[src/hdl/cpe_pkg.sv]
// Shared types, constants and codes for the choice path enumerator.
// Used by the enumerator, its divider and the testbench; depends on nothing else.
package cpe_pkg;

  localparam int STACK_DEPTH  = 16;
  localparam int MAX_OPTIONS  = 256;
  localparam int WEIGHTED_MAX = 8;

  localparam int KIND_W    = 3;
  localparam int OPT_W     = 8;
  localparam int CNT_W     = 9;
  localparam int PROB_W    = 17;
  localparam int PROB_FRAC = 16;
  localparam int STATUS_W  = 2;

  localparam int IDX_W  = $clog2(STACK_DEPTH);
  localparam int SIZE_W = $clog2(STACK_DEPTH + 1);
  localparam int WSEL_W = $clog2(WEIGHTED_MAX);

  // Step counter of the divider and the product after dropping its fraction bits.
  localparam int DIV_STEP_W = $clog2(PROB_W + 1);
  localparam int MUL_SH_W   = 2 * PROB_W - PROB_FRAC;

  localparam int IN_DATA_W  = 152;
  localparam int OUT_DATA_W = 32;

  localparam logic [PROB_W-1:0] PROB_ONE = 17'h10000;

  typedef enum logic [KIND_W-1:0] {
    KIND_BEGIN    = 3'd0,
    KIND_NEXT     = 3'd1,
    KIND_UNIFORM  = 3'd2,
    KIND_WEIGHTED = 3'd3,
    KIND_FINISH   = 3'd4
  } kind_t;

  typedef enum logic [STATUS_W-1:0] {
    ST_OK        = 2'd0,
    ST_OVERFLOW  = 2'd1,
    ST_MISMATCH  = 2'd2,
    ST_BAD_COUNT = 2'd3
  } status_t;

  typedef enum logic [3:0] {
    S_IDLE,
    S_DECODE,
    S_PREV_RD,
    S_PREV_CAP,
    S_SEL,
    S_REP_CAP,
    S_PROB,
    S_MUL,
    S_WR,
    S_POP_RD,
    S_POP_CHK,
    S_FIN_RD,
    S_FIN_CAP,
    S_DONE
  } state_t;

  typedef struct packed {
    logic [OPT_W-1:0]  opt;
    logic [CNT_W-1:0]  cnt;
    logic [PROB_W-1:0] prob;
  } entry_t;

endpackage

[src/hdl/choice_path_enumerator.sv]
// A uniform choose that forms a probability waits for the iterative 1/n divider. One item at a
// time: s_tready is high only while idle, so a new item is taken only after the last one is
// finished; a result waits for m_tready.
// Synchronous reset empties the stack, clears replay depth, first-path flag and m_tvalid.
module choice_path_enumerator (
  input  logic                          clk,
  input  logic                          rst,
  input  logic                          s_tvalid,
  output logic                          s_tready,
  // option_count, option_prob_0 .. option_prob_7, zero pad
  input  logic [cpe_pkg::IN_DATA_W-1:0] s_tdata,
  // kind
  input  logic [cpe_pkg::KIND_W-1:0]    s_tuser,
  output logic                          m_tvalid,
  input  logic                          m_tready,
  // chosen_option, path_available, step_probability, status, zero pad
  output logic [cpe_pkg::OUT_DATA_W-1:0] m_tdata
);

  cpe_pkg::state_t state, state_next;
  cpe_pkg::kind_t  kind;

  logic [cpe_pkg::CNT_W-1:0]  n;
  logic [cpe_pkg::PROB_W-1:0] probs [cpe_pkg::WEIGHTED_MAX];

  logic [cpe_pkg::SIZE_W-1:0] size;
  logic [cpe_pkg::SIZE_W-1:0] rd_p1;    // replay depth plus one
  logic                       first_flag;

  logic [cpe_pkg::PROB_W-1:0] prev;
  logic [cpe_pkg::OPT_W-1:0]  idx;
  logic [cpe_pkg::CNT_W-1:0]  keep_cnt;
  logic [cpe_pkg::IDX_W-1:0]  widx;
  logic [cpe_pkg::PROB_W-1:0] factor;
  logic [cpe_pkg::PROB_W-1:0] prod;

  logic [cpe_pkg::OPT_W-1:0]    r_chosen;
  logic                         r_avail;
  logic [cpe_pkg::PROB_W-1:0]   r_prob;
  cpe_pkg::status_t             r_status;

  logic                         ram_we;
  logic [cpe_pkg::IDX_W-1:0]    ram_waddr;
  cpe_pkg::entry_t              ram_wdata;
  logic [cpe_pkg::IDX_W-1:0]    ram_raddr;
  logic [$bits(cpe_pkg::entry_t)-1:0] ram_rdata;
  cpe_pkg::entry_t              rd;

  logic                         div_start;
  logic                         div_busy;
  logic [cpe_pkg::PROB_W-1:0]   div_q;

  logic                         bad_count;
  logic                         prev_hit;
  logic                         full;
  logic                         pop_adv;
  logic [cpe_pkg::IDX_W-1:0]    top_idx;
  logic [cpe_pkg::PROB_W-1:0]   wsel;
  logic                         w_ok;
  logic [cpe_pkg::PROB_W-1:0]   wfactor;
  logic [2*cpe_pkg::PROB_W-1:0] product;
  logic [cpe_pkg::MUL_SH_W-1:0] shifted;
  logic                         out_free;

  cpe_ram #(
    .WIDTH ($bits(cpe_pkg::entry_t)),
    .DEPTH (cpe_pkg::STACK_DEPTH)
  ) u_stack (
    .clk   (clk),
    .we    (ram_we),
    .waddr (ram_waddr),
    .wdata (ram_wdata),
    .raddr (ram_raddr),
    .rdata (ram_rdata)
  );

  cpe_div u_div (
    .clk      (clk),
    .rst      (rst),
    .start    (div_start),
    .dividend (cpe_pkg::PROB_ONE),
    .divisor  (n),
    .busy     (div_busy),
    .quotient (div_q)
  );

  assign rd       = cpe_pkg::entry_t'(ram_rdata);
  assign s_tready = state == cpe_pkg::S_IDLE;
  assign out_free = !m_tvalid || m_tready;

  assign bad_count = (n == '0) ||
                     ((kind == cpe_pkg::KIND_WEIGHTED) ?
                      (32'(n) > 32'(cpe_pkg::WEIGHTED_MAX)) :
                      (32'(n) > 32'(cpe_pkg::MAX_OPTIONS)));
  assign prev_hit  = (rd_p1 != '0) && (rd_p1 <= size);
  assign full      = size == cpe_pkg::SIZE_W'(cpe_pkg::STACK_DEPTH);
  assign top_idx   = cpe_pkg::IDX_W'(size - 1'b1);
  assign pop_adv   = rd.cnt > (cpe_pkg::CNT_W'(rd.opt) + 1'b1);

  // A weighted option outside the count or the probability list weighs zero.
  assign wsel    = probs[idx[cpe_pkg::WSEL_W-1:0]];
  assign w_ok    = (cpe_pkg::CNT_W'(idx) < n) &&
                   (idx < cpe_pkg::OPT_W'(cpe_pkg::WEIGHTED_MAX));
  assign wfactor = w_ok ? ((wsel > cpe_pkg::PROB_ONE) ? cpe_pkg::PROB_ONE : wsel) : '0;

  assign product = factor * prev;
  assign shifted = product[2*cpe_pkg::PROB_W-1:cpe_pkg::PROB_FRAC];

  always_comb begin
    state_next = state;
    case (state)
      cpe_pkg::S_IDLE: begin
        if (s_tvalid) state_next = cpe_pkg::S_DECODE;
      end
      cpe_pkg::S_DECODE: begin
        case (kind)
          cpe_pkg::KIND_NEXT: begin
            state_next = first_flag ? cpe_pkg::S_DONE : cpe_pkg::S_POP_RD;
          end
          cpe_pkg::KIND_UNIFORM, cpe_pkg::KIND_WEIGHTED: begin
            if (bad_count) state_next = cpe_pkg::S_DONE;
            else if (prev_hit) state_next = cpe_pkg::S_PREV_RD;
            else state_next = cpe_pkg::S_SEL;
          end
          cpe_pkg::KIND_FINISH: begin
            state_next = (size != '0) ? cpe_pkg::S_FIN_RD : cpe_pkg::S_DONE;
          end
          default: state_next = cpe_pkg::S_DONE;
        endcase
      end
      cpe_pkg::S_PREV_RD:  state_next = cpe_pkg::S_PREV_CAP;
      cpe_pkg::S_PREV_CAP: state_next = cpe_pkg::S_SEL;
      cpe_pkg::S_SEL: begin
        if (rd_p1 < size) state_next = cpe_pkg::S_REP_CAP;
        else if (full) state_next = cpe_pkg::S_DONE;
        else state_next = cpe_pkg::S_PROB;
      end
      cpe_pkg::S_REP_CAP: begin
        state_next = (rd_p1 == size - 1'b1) ? cpe_pkg::S_PROB : cpe_pkg::S_DONE;
      end
      cpe_pkg::S_PROB: begin
        if (!div_busy || kind == cpe_pkg::KIND_WEIGHTED) state_next = cpe_pkg::S_MUL;
      end
      cpe_pkg::S_MUL:     state_next = cpe_pkg::S_WR;
      cpe_pkg::S_WR:      state_next = cpe_pkg::S_DONE;
      cpe_pkg::S_POP_RD: begin
        state_next = (size == '0) ? cpe_pkg::S_DONE : cpe_pkg::S_POP_CHK;
      end
      cpe_pkg::S_POP_CHK: begin
        state_next = pop_adv ? cpe_pkg::S_DONE : cpe_pkg::S_POP_RD;
      end
      cpe_pkg::S_FIN_RD:  state_next = cpe_pkg::S_FIN_CAP;
      cpe_pkg::S_FIN_CAP: state_next = cpe_pkg::S_DONE;
      cpe_pkg::S_DONE: begin
        if (out_free) state_next = cpe_pkg::S_IDLE;
      end
      default: state_next = cpe_pkg::S_IDLE;
    endcase
  end

  always_comb begin
    ram_raddr = '0;
    ram_we    = 1'b0;
    ram_waddr = widx;
    ram_wdata = '{opt: idx, cnt: keep_cnt, prob: prod};
    div_start = 1'b0;
    case (state)
      cpe_pkg::S_DECODE:  div_start = kind == cpe_pkg::KIND_UNIFORM;
      cpe_pkg::S_PREV_RD: ram_raddr = cpe_pkg::IDX_W'(rd_p1 - 1'b1);
      cpe_pkg::S_SEL:     ram_raddr = rd_p1[cpe_pkg::IDX_W-1:0];
      cpe_pkg::S_WR:      ram_we = 1'b1;
      cpe_pkg::S_POP_RD:  ram_raddr = top_idx;
      cpe_pkg::S_POP_CHK: begin
        ram_we    = pop_adv;
        ram_waddr = top_idx;
        ram_wdata = '{opt: rd.opt + 1'b1, cnt: rd.cnt, prob: rd.prob};
      end
      cpe_pkg::S_FIN_RD:  ram_raddr = top_idx;
      default: ;
    endcase
  end

  always_ff @(posedge clk) begin
    if (rst) begin
      state      <= cpe_pkg::S_IDLE;
      size       <= '0;
      rd_p1      <= '0;
      first_flag <= 1'b0;
      m_tvalid   <= 1'b0;
    end else begin
      state <= state_next;
      // A new result may replace one that leaves in the same cycle.
      if (state == cpe_pkg::S_DONE && out_free) m_tvalid <= 1'b1;
      else if (m_tready) m_tvalid <= 1'b0;
      case (state)
        cpe_pkg::S_DECODE: begin
          case (kind)
            cpe_pkg::KIND_BEGIN: first_flag <= 1'b1;
            cpe_pkg::KIND_NEXT: begin
              rd_p1 <= '0;
              if (first_flag) first_flag <= 1'b0;
            end
            default: ;
          endcase
        end
        cpe_pkg::S_SEL: begin
          // A new choice pushes a fresh entry at the top of the stack.
          if (!(rd_p1 < size) && !full) begin
            size  <= size + 1'b1;
            rd_p1 <= size + 1'b1;
          end
        end
        cpe_pkg::S_REP_CAP: rd_p1 <= rd_p1 + 1'b1;
        cpe_pkg::S_POP_CHK: begin
          if (!pop_adv) size <= size - 1'b1;
        end
        default: ;
      endcase
    end
  end

  always_ff @(posedge clk) begin
    case (state)
      cpe_pkg::S_IDLE: begin
        if (s_tvalid) begin
          kind <= cpe_pkg::kind_t'(s_tuser);
          n    <= s_tdata[cpe_pkg::CNT_W-1:0];
          for (int i = 0; i < cpe_pkg::WEIGHTED_MAX; i++) begin
            probs[i] <= s_tdata[cpe_pkg::CNT_W + i*cpe_pkg::PROB_W +: cpe_pkg::PROB_W];
          end
          r_chosen <= '0;
          r_avail  <= 1'b0;
          r_prob   <= '0;
          r_status <= cpe_pkg::ST_OK;
        end
      end
      cpe_pkg::S_DECODE: begin
        prev <= cpe_pkg::PROB_ONE;
        case (kind)
          cpe_pkg::KIND_NEXT: begin
            if (rd_p1 != size) r_status <= cpe_pkg::ST_MISMATCH;
            if (first_flag) r_avail <= 1'b1;
          end
          cpe_pkg::KIND_UNIFORM, cpe_pkg::KIND_WEIGHTED: begin
            if (bad_count) r_status <= cpe_pkg::ST_BAD_COUNT;
          end
          cpe_pkg::KIND_FINISH: begin
            if (size == '0) r_prob <= cpe_pkg::PROB_ONE;
          end
          default: ;
        endcase
      end
      cpe_pkg::S_PREV_CAP: prev <= rd.prob;
      cpe_pkg::S_SEL: begin
        if (!(rd_p1 < size)) begin
          if (full) begin
            r_status <= cpe_pkg::ST_OVERFLOW;
          end else begin
            idx      <= '0;
            keep_cnt <= n;
            widx     <= size[cpe_pkg::IDX_W-1:0];
          end
        end
      end
      cpe_pkg::S_REP_CAP: begin
        idx      <= rd.opt;
        keep_cnt <= rd.cnt;
        widx     <= rd_p1[cpe_pkg::IDX_W-1:0];
        r_chosen <= rd.opt;
      end
      cpe_pkg::S_PROB: factor <= (kind == cpe_pkg::KIND_WEIGHTED) ? wfactor : div_q;
      cpe_pkg::S_MUL: begin
        prod <= (shifted > cpe_pkg::MUL_SH_W'(cpe_pkg::PROB_ONE)) ? cpe_pkg::PROB_ONE :
                cpe_pkg::PROB_W'(shifted);
      end
      cpe_pkg::S_POP_CHK: begin
        if (pop_adv) r_avail <= 1'b1;
      end
      cpe_pkg::S_FIN_CAP: r_prob <= rd.prob;
      cpe_pkg::S_DONE: begin
        if (out_free) m_tdata <= {4'b0, r_status, r_prob, r_avail, r_chosen};
      end
      default: ;
    endcase
  end

`ifndef SYNTH
  a_replay_within_stack: assert property (@(posedge clk) disable iff (rst)
    rd_p1 <= size)
    else $error("replay depth points above the stack top");

  a_stack_bound: assert property (@(posedge clk) disable iff (rst)
    size <= cpe_pkg::SIZE_W'(cpe_pkg::STACK_DEPTH))
    else $error("stack size beyond its depth");

  a_busy_after_transfer: assert property (@(posedge clk) disable iff (rst)
    s_tvalid && s_tready |=> !s_tready)
    else $error("input taken again before the item finished");

  a_write_inside_stack: assert property (@(posedge clk) disable iff (rst)
    ram_we |-> cpe_pkg::SIZE_W'(ram_waddr) < size)
    else $error("stack write outside the live entries");
`endif

endmodule

[src/hdl/cpe_ram.sv]
// Generic single-write, single-read RAM with a registered read port.
// Stands alone; holds the choice stack entries of the enumerator.
module cpe_ram #(
  parameter int WIDTH = 8,
  parameter int DEPTH = 16
) (
  input  logic                     clk,
  input  logic                     we,
  input  logic [$clog2(DEPTH)-1:0] waddr,
  input  logic [WIDTH-1:0]         wdata,
  input  logic [$clog2(DEPTH)-1:0] raddr,
  output logic [WIDTH-1:0]         rdata
);

  logic [WIDTH-1:0] mem [DEPTH];

  always_ff @(posedge clk) begin
    if (we) begin
      mem[waddr] <= wdata;
    end
    rdata <= mem[raddr];
  end

endmodule

[src/hdl/cpe_div.sv]
// Iterative restoring divider, one quotient bit per cycle.
// Uses widths from cpe_pkg; forms the 1/n probability of a uniform choice.
module cpe_div (
  input  logic                       clk,
  input  logic                       rst,
  input  logic                       start,
  input  logic [cpe_pkg::PROB_W-1:0] dividend,
  input  logic [cpe_pkg::CNT_W-1:0]  divisor,
  output logic                       busy,
  output logic [cpe_pkg::PROB_W-1:0] quotient
);

  logic [cpe_pkg::CNT_W-1:0]      rem;
  logic [cpe_pkg::CNT_W-1:0]      dsr;
  logic [cpe_pkg::PROB_W-1:0]     quo;
  logic [cpe_pkg::DIV_STEP_W-1:0] steps;
  logic [cpe_pkg::CNT_W:0]        trial;
  logic                           fits;

  // The dividend shifts out of the top of quo while quotient bits enter below.
  assign trial    = {rem, quo[cpe_pkg::PROB_W-1]};
  assign fits     = trial >= {1'b0, dsr};
  assign quotient = quo;

  always_ff @(posedge clk) begin
    if (rst) begin
      busy  <= 1'b0;
      steps <= '0;
    end else if (start) begin
      busy  <= 1'b1;
      steps <= cpe_pkg::DIV_STEP_W'(cpe_pkg::PROB_W);
    end else if (busy) begin
      steps <= steps - 1'b1;
      busy  <= steps != cpe_pkg::DIV_STEP_W'(1);
    end
  end

  always_ff @(posedge clk) begin
    if (start) begin
      rem <= '0;
      dsr <= divisor;
      quo <= dividend;
    end else if (busy) begin
      rem <= fits ? cpe_pkg::CNT_W'(trial - {1'b0, dsr}) : cpe_pkg::CNT_W'(trial);
      quo <= {quo[cpe_pkg::PROB_W-2:0], fits};
    end
  end

endmodule

[config.mk]
export PLATFORM = sky130hd
export DESIGN_NAME = choice_path_enumerator
export DESIGN_NICKNAME = d
export VERILOG_FILES = /design/src/hdl/cpe_pkg.sv /design/src/hdl/choice_path_enumerator.sv /design/src/hdl/cpe_ram.sv /design/src/hdl/cpe_div.sv
export SDC_FILE = /design/constraint.sdc
export NUM_CORES = 2
export LEC_CHECK = 0
export ABC_AREA = 0
export BUFFER_PORTS_ARGS = -buffer_cell sky130_fd_sc_hd__clkbuf_2
export CORE_MARGIN = 3
export CORE_UTILIZATION = 54
export DETAILED_ROUTE_END_ITERATION = 12
export HOLD_SLACK_MARGIN = 0.15
export PLACE_DENSITY_LB_ADDON = 0.3
export SYNTH_ARGS = -nofsm -noshare
export SYNTH_HDL_FRONTEND = slang
export SYNTH_HIERARCHICAL = 1
export SYNTH_SLANG_ARGS = --single-unit
[constraint.sdc]
create_clock -name clk -period 7.2 [get_ports clk]
set_input_delay 0.72 -clock clk [delete_from_list [all_inputs] [get_ports clk]]
set_output_delay 0.72 -clock clk [all_outputs]
set_load 0.05 [all_outputs]
==> out/qor.csv <==
metric;value;unit
Core Region;0.08237;mm²
Cells after Synth;3054;
DIE WIDTH;295.0;µm
CTS H-Tree Depth;3;
largest net degree at the start of global routing;82;
CTS tree;yes;
overall routed net length;103600;µm
mean post-synth cell area;14.76;µm²
skew final;0.04232;ns
Post-DRT Antenna Nets;0;
arrival time of the worst setup path;7.26;ns
Synth async-reset ratio;0;%
fin crit share;95.48;%
routed vias;26150;
Max Slew Vio Count;0;
Root Driver;clkbuf_16;
largest family of logic cells by synthesized area;adder cells;
Max Clock Freq;145.5;MHz
YS warnings;6;
reg2reg setup slack;0.33;ns
hold path start;s_tdata[0];
Crit Path Category;reg -> reg;
worst-case reg-to-reg path depth;21;
vias in the first global route;27370;
run status;complete, no violations;
# hold bufs at CTS;0;
Synth Area in Simple Gates;7.895;%
Site Rows;105;
Reg-to-Reg Start;prev[10]$_SDFFCE_PN0P_;
CP Launch Type;flop;
Compound-Gate Fraction of Synth Area;4.409;%
area delta synth->final;12.27;%
share of layout cells above drive strength 1;18.87;%
# setup viols final;0;
RSZ-0062 raised after global routing;false;
DR iter-0 viols;2417;
Req. time, crit path;7.58;ns
nets;3819;
clock insertion delay at the later pin of the skew report;0.67;ns
Initial Util;54.74;%
CP peak stage delay;0.74;ns
initial antenna violation count;1;
cell mode on critical path;fa_1;
vias per inst;5.886;
hold depth;1;
DIE AREA;0.08700;mm²
Residual DRC;0;
Post-CTS Setup Bufs;0;
Reg clk slew, reported paths;0.06;ns
sequential-to-total area share from yosys stat;59.36;%
all-layer global routing usage;24.08;%
Synth Area in Adders;13.90;%
slew of the pin with the lowest slew margin;1.163;ns
Yosys reg bits;914;
Max-cap violations;0;
mux cell area share after synthesis;9.407;%
Critical Path, Cell by Cell;nand2_1, fa_1, inv_1, fa_1, fa_1, fa_1, fa_1, inv_1, fa_1, inv_1, ha_1, a21oi_1, o21ai_0, a32o_1, a211oi_2, nor2_1, a221oi_2, nor2_1, a22oi_2, buf_12, nor2_1;
most common cell after layout, fill and taps aside;edfxtp_1;
dpl hpwl;68630;µm
number of synthesized flops with an enable pin;846;
Period minus WS final;6.874;ns
routability cong.;0.9015;
Hold Vio Cnt, Final;0;
Slew HR;22.27;%
setup tns final;0;ns
die height;295.0;µm
crit end category;flop;
Main synth FF type;edfxtp_1;
first-pass GRT wire length;158400;µm
Num Clock Sinks;914;
Max FO, Critical Path;17;
grt total ovfl;0;
Worst Hold Path EP;n[0]$_DFFE_PP_;
1st-pass router iterations;5;
WL/cell;23.33;µm
CTS buffer count;92;
XOR/XNOR share of the synthesized area;0.9130;%
Ports;193;
r2r endpoint;prod[0]$_SDFFCE_PN0P_;
quantity of gates resized following cts;0;
Cell variety after synth;73;
port bufs;181;
worst min path class;in -> reg;
Crit-path slowest cell;edfxtp_1;
cell area after synthesis;0.04509;mm²
most frequent cells in the layout;edfxtp_1 (846), nand2_1 (381), inv_1 (321);
CTS max path bufs;3;
## kinds of logic (layout without fill, tap and decap cells)
kind of cell | Yosys count | after routing
DFF | 914 | 914
and+or+nand+nor | 758 | 758
buffers and inverters | 462 | 759
adders and majority gates | 367 | 367
AOI/OAI and AO/OA | 295 | 295
muxes | 209 | 209
xor gates and xnor gates | 47 | 47
other | 2 | 24
## stage by stage
stage	hold WS (ns)	cells	area, µm²	setup WS, ns	utilization, %
2_1_floorplan	0.4003	3073	45160	0.7448	-
5_1_grt	0.2224	4440	50610	0.01632	61.44
6_report	0.2432	4443	50620	0.3256	61.45
3_5_place_dp	0.4054	4269	47610	0.3749	57.80
4_1_cts	0.2077	4440	50610	0.3594	61.44
3_3_place_gp	0.4068	4269	47610	0.3999	57.80
## flip-flops by register name (all words and copies together) (netlist names), 4 cells and up, named ones only
| signal | cells |
|---|---|
| u_stack/mem | 544 |
| probs | 136 |
| u_stack/rdata | 34 |
| m_tdata | 28 |
| factor | 17 |
| prev | 17 |
| prod | 17 |
| r_prob | 17 |
| u_div/quotient | 17 |
| keep_cnt | 9 |
| n | 9 |
| u_div/dsr | 9 |
| u_div/rem | 9 |
| idx | 8 |
| r_chosen | 8 |
| rd_p1 | 5 |
| size | 5 |
| u_div/steps | 5 |
| state | 4 |
| widx | 4 |
## layer usage
metal | global-route usage (%) | vias up | wire length, µm
met5 | 0 | - | 0
met1 | 31.95 | 13440 | 40150
met2 | 40.48 | 1044 | 52670
li1 | - | 11440 | -
met3 | 4.094 | 228 | 7324
met4 | 8.958 | 0 | 3491
## worst max path at each step
stage | depth (start not counted) | slack [ns] | startpoint | to
6_report | 21 | 0.33 | prev[10]$_SDFFCE_PN0P_ | prod[0]$_SDFFCE_PN0P_
5_1_grt | 21 | 0.02 | prev[10]$_SDFFCE_PN0P_ | prod[2]$_SDFFCE_PN0P_
4_1_cts | 23 | 0.36 | factor[6]$_DFFE_PP_ | prod[0]$_SDFFCE_PN0P_
3_5_place_dp | 21 | 0.37 | prev[10]$_SDFFCE_PN0P_ | prod[1]$_SDFFCE_PN0P_
3_3_place_gp | 23 | 0.40 | prev[7]$_SDFFCE_PN0P_ | prod[14]$_SDFFCE_PN0P_
2_1_floorplan | 23 | 0.74 | prev[9]$_SDFFCE_PN0P_ | prod[13]$_SDFFCE_PN0P_
## worst max-delay path: cells and delay by family, from the launching register on
family                   cells  cell delay [ns]
adder cells (fa/ha/maj)      7             3.54
AO/OA/AOI/OAI                6             1.51
flip-flops                   1             0.74
AND/OR/NAND/NOR              4             0.49
buffers and inverters        4             0.34
## final cells by class
type | instances | area, µm²
Clock inverter | 54 | 534.3
Clock buffer | 117 | 2466
Sequential cell | 914 | 26770
Antenna cell | 3 | 7.507
Timing Repair Buffer | 266 | 1556
Tap cell | 1070 | 1339
Multi-Input combinational cell | 1697 | 16740
Inverter | 322 | 1209
Fill cell | 6016 | 31750
## cells in the mapped netlist (11+ instances only)
cell type    n  area share (%)
nand2_1    382             3.2
nand3_1     23            0.26
nand4_1     11            0.15
xnor2_1     25            0.49
inv_1      321             2.7
o21ai_0     67            0.74
a211oi_1    12            0.20
a31oi_1     11            0.15
a22oi_1     68             1.1
nand2b_1    12            0.17
a21o_1      23            0.38
nor3_1      23            0.26
buf_2       19            0.21
nor2_1      87            0.72
edfxtp_1   846              56
mux4_2     170             8.5
dfxtp_1     68             3.0
xor2_1      22            0.43
clkbuf_1   103            0.86
ha_1       144             4.0
mux2_2      18            0.45
mux2i_1     21            0.47
fa_1       223             9.9
and2_1     156             2.2
a21oi_1     45            0.50
nor2b_1     12            0.17
and3_1      17            0.24
Power is left out: the tool's default activity adds up to more than one toggle a clock period on the data nets, which glitch-free logic cannot reach.
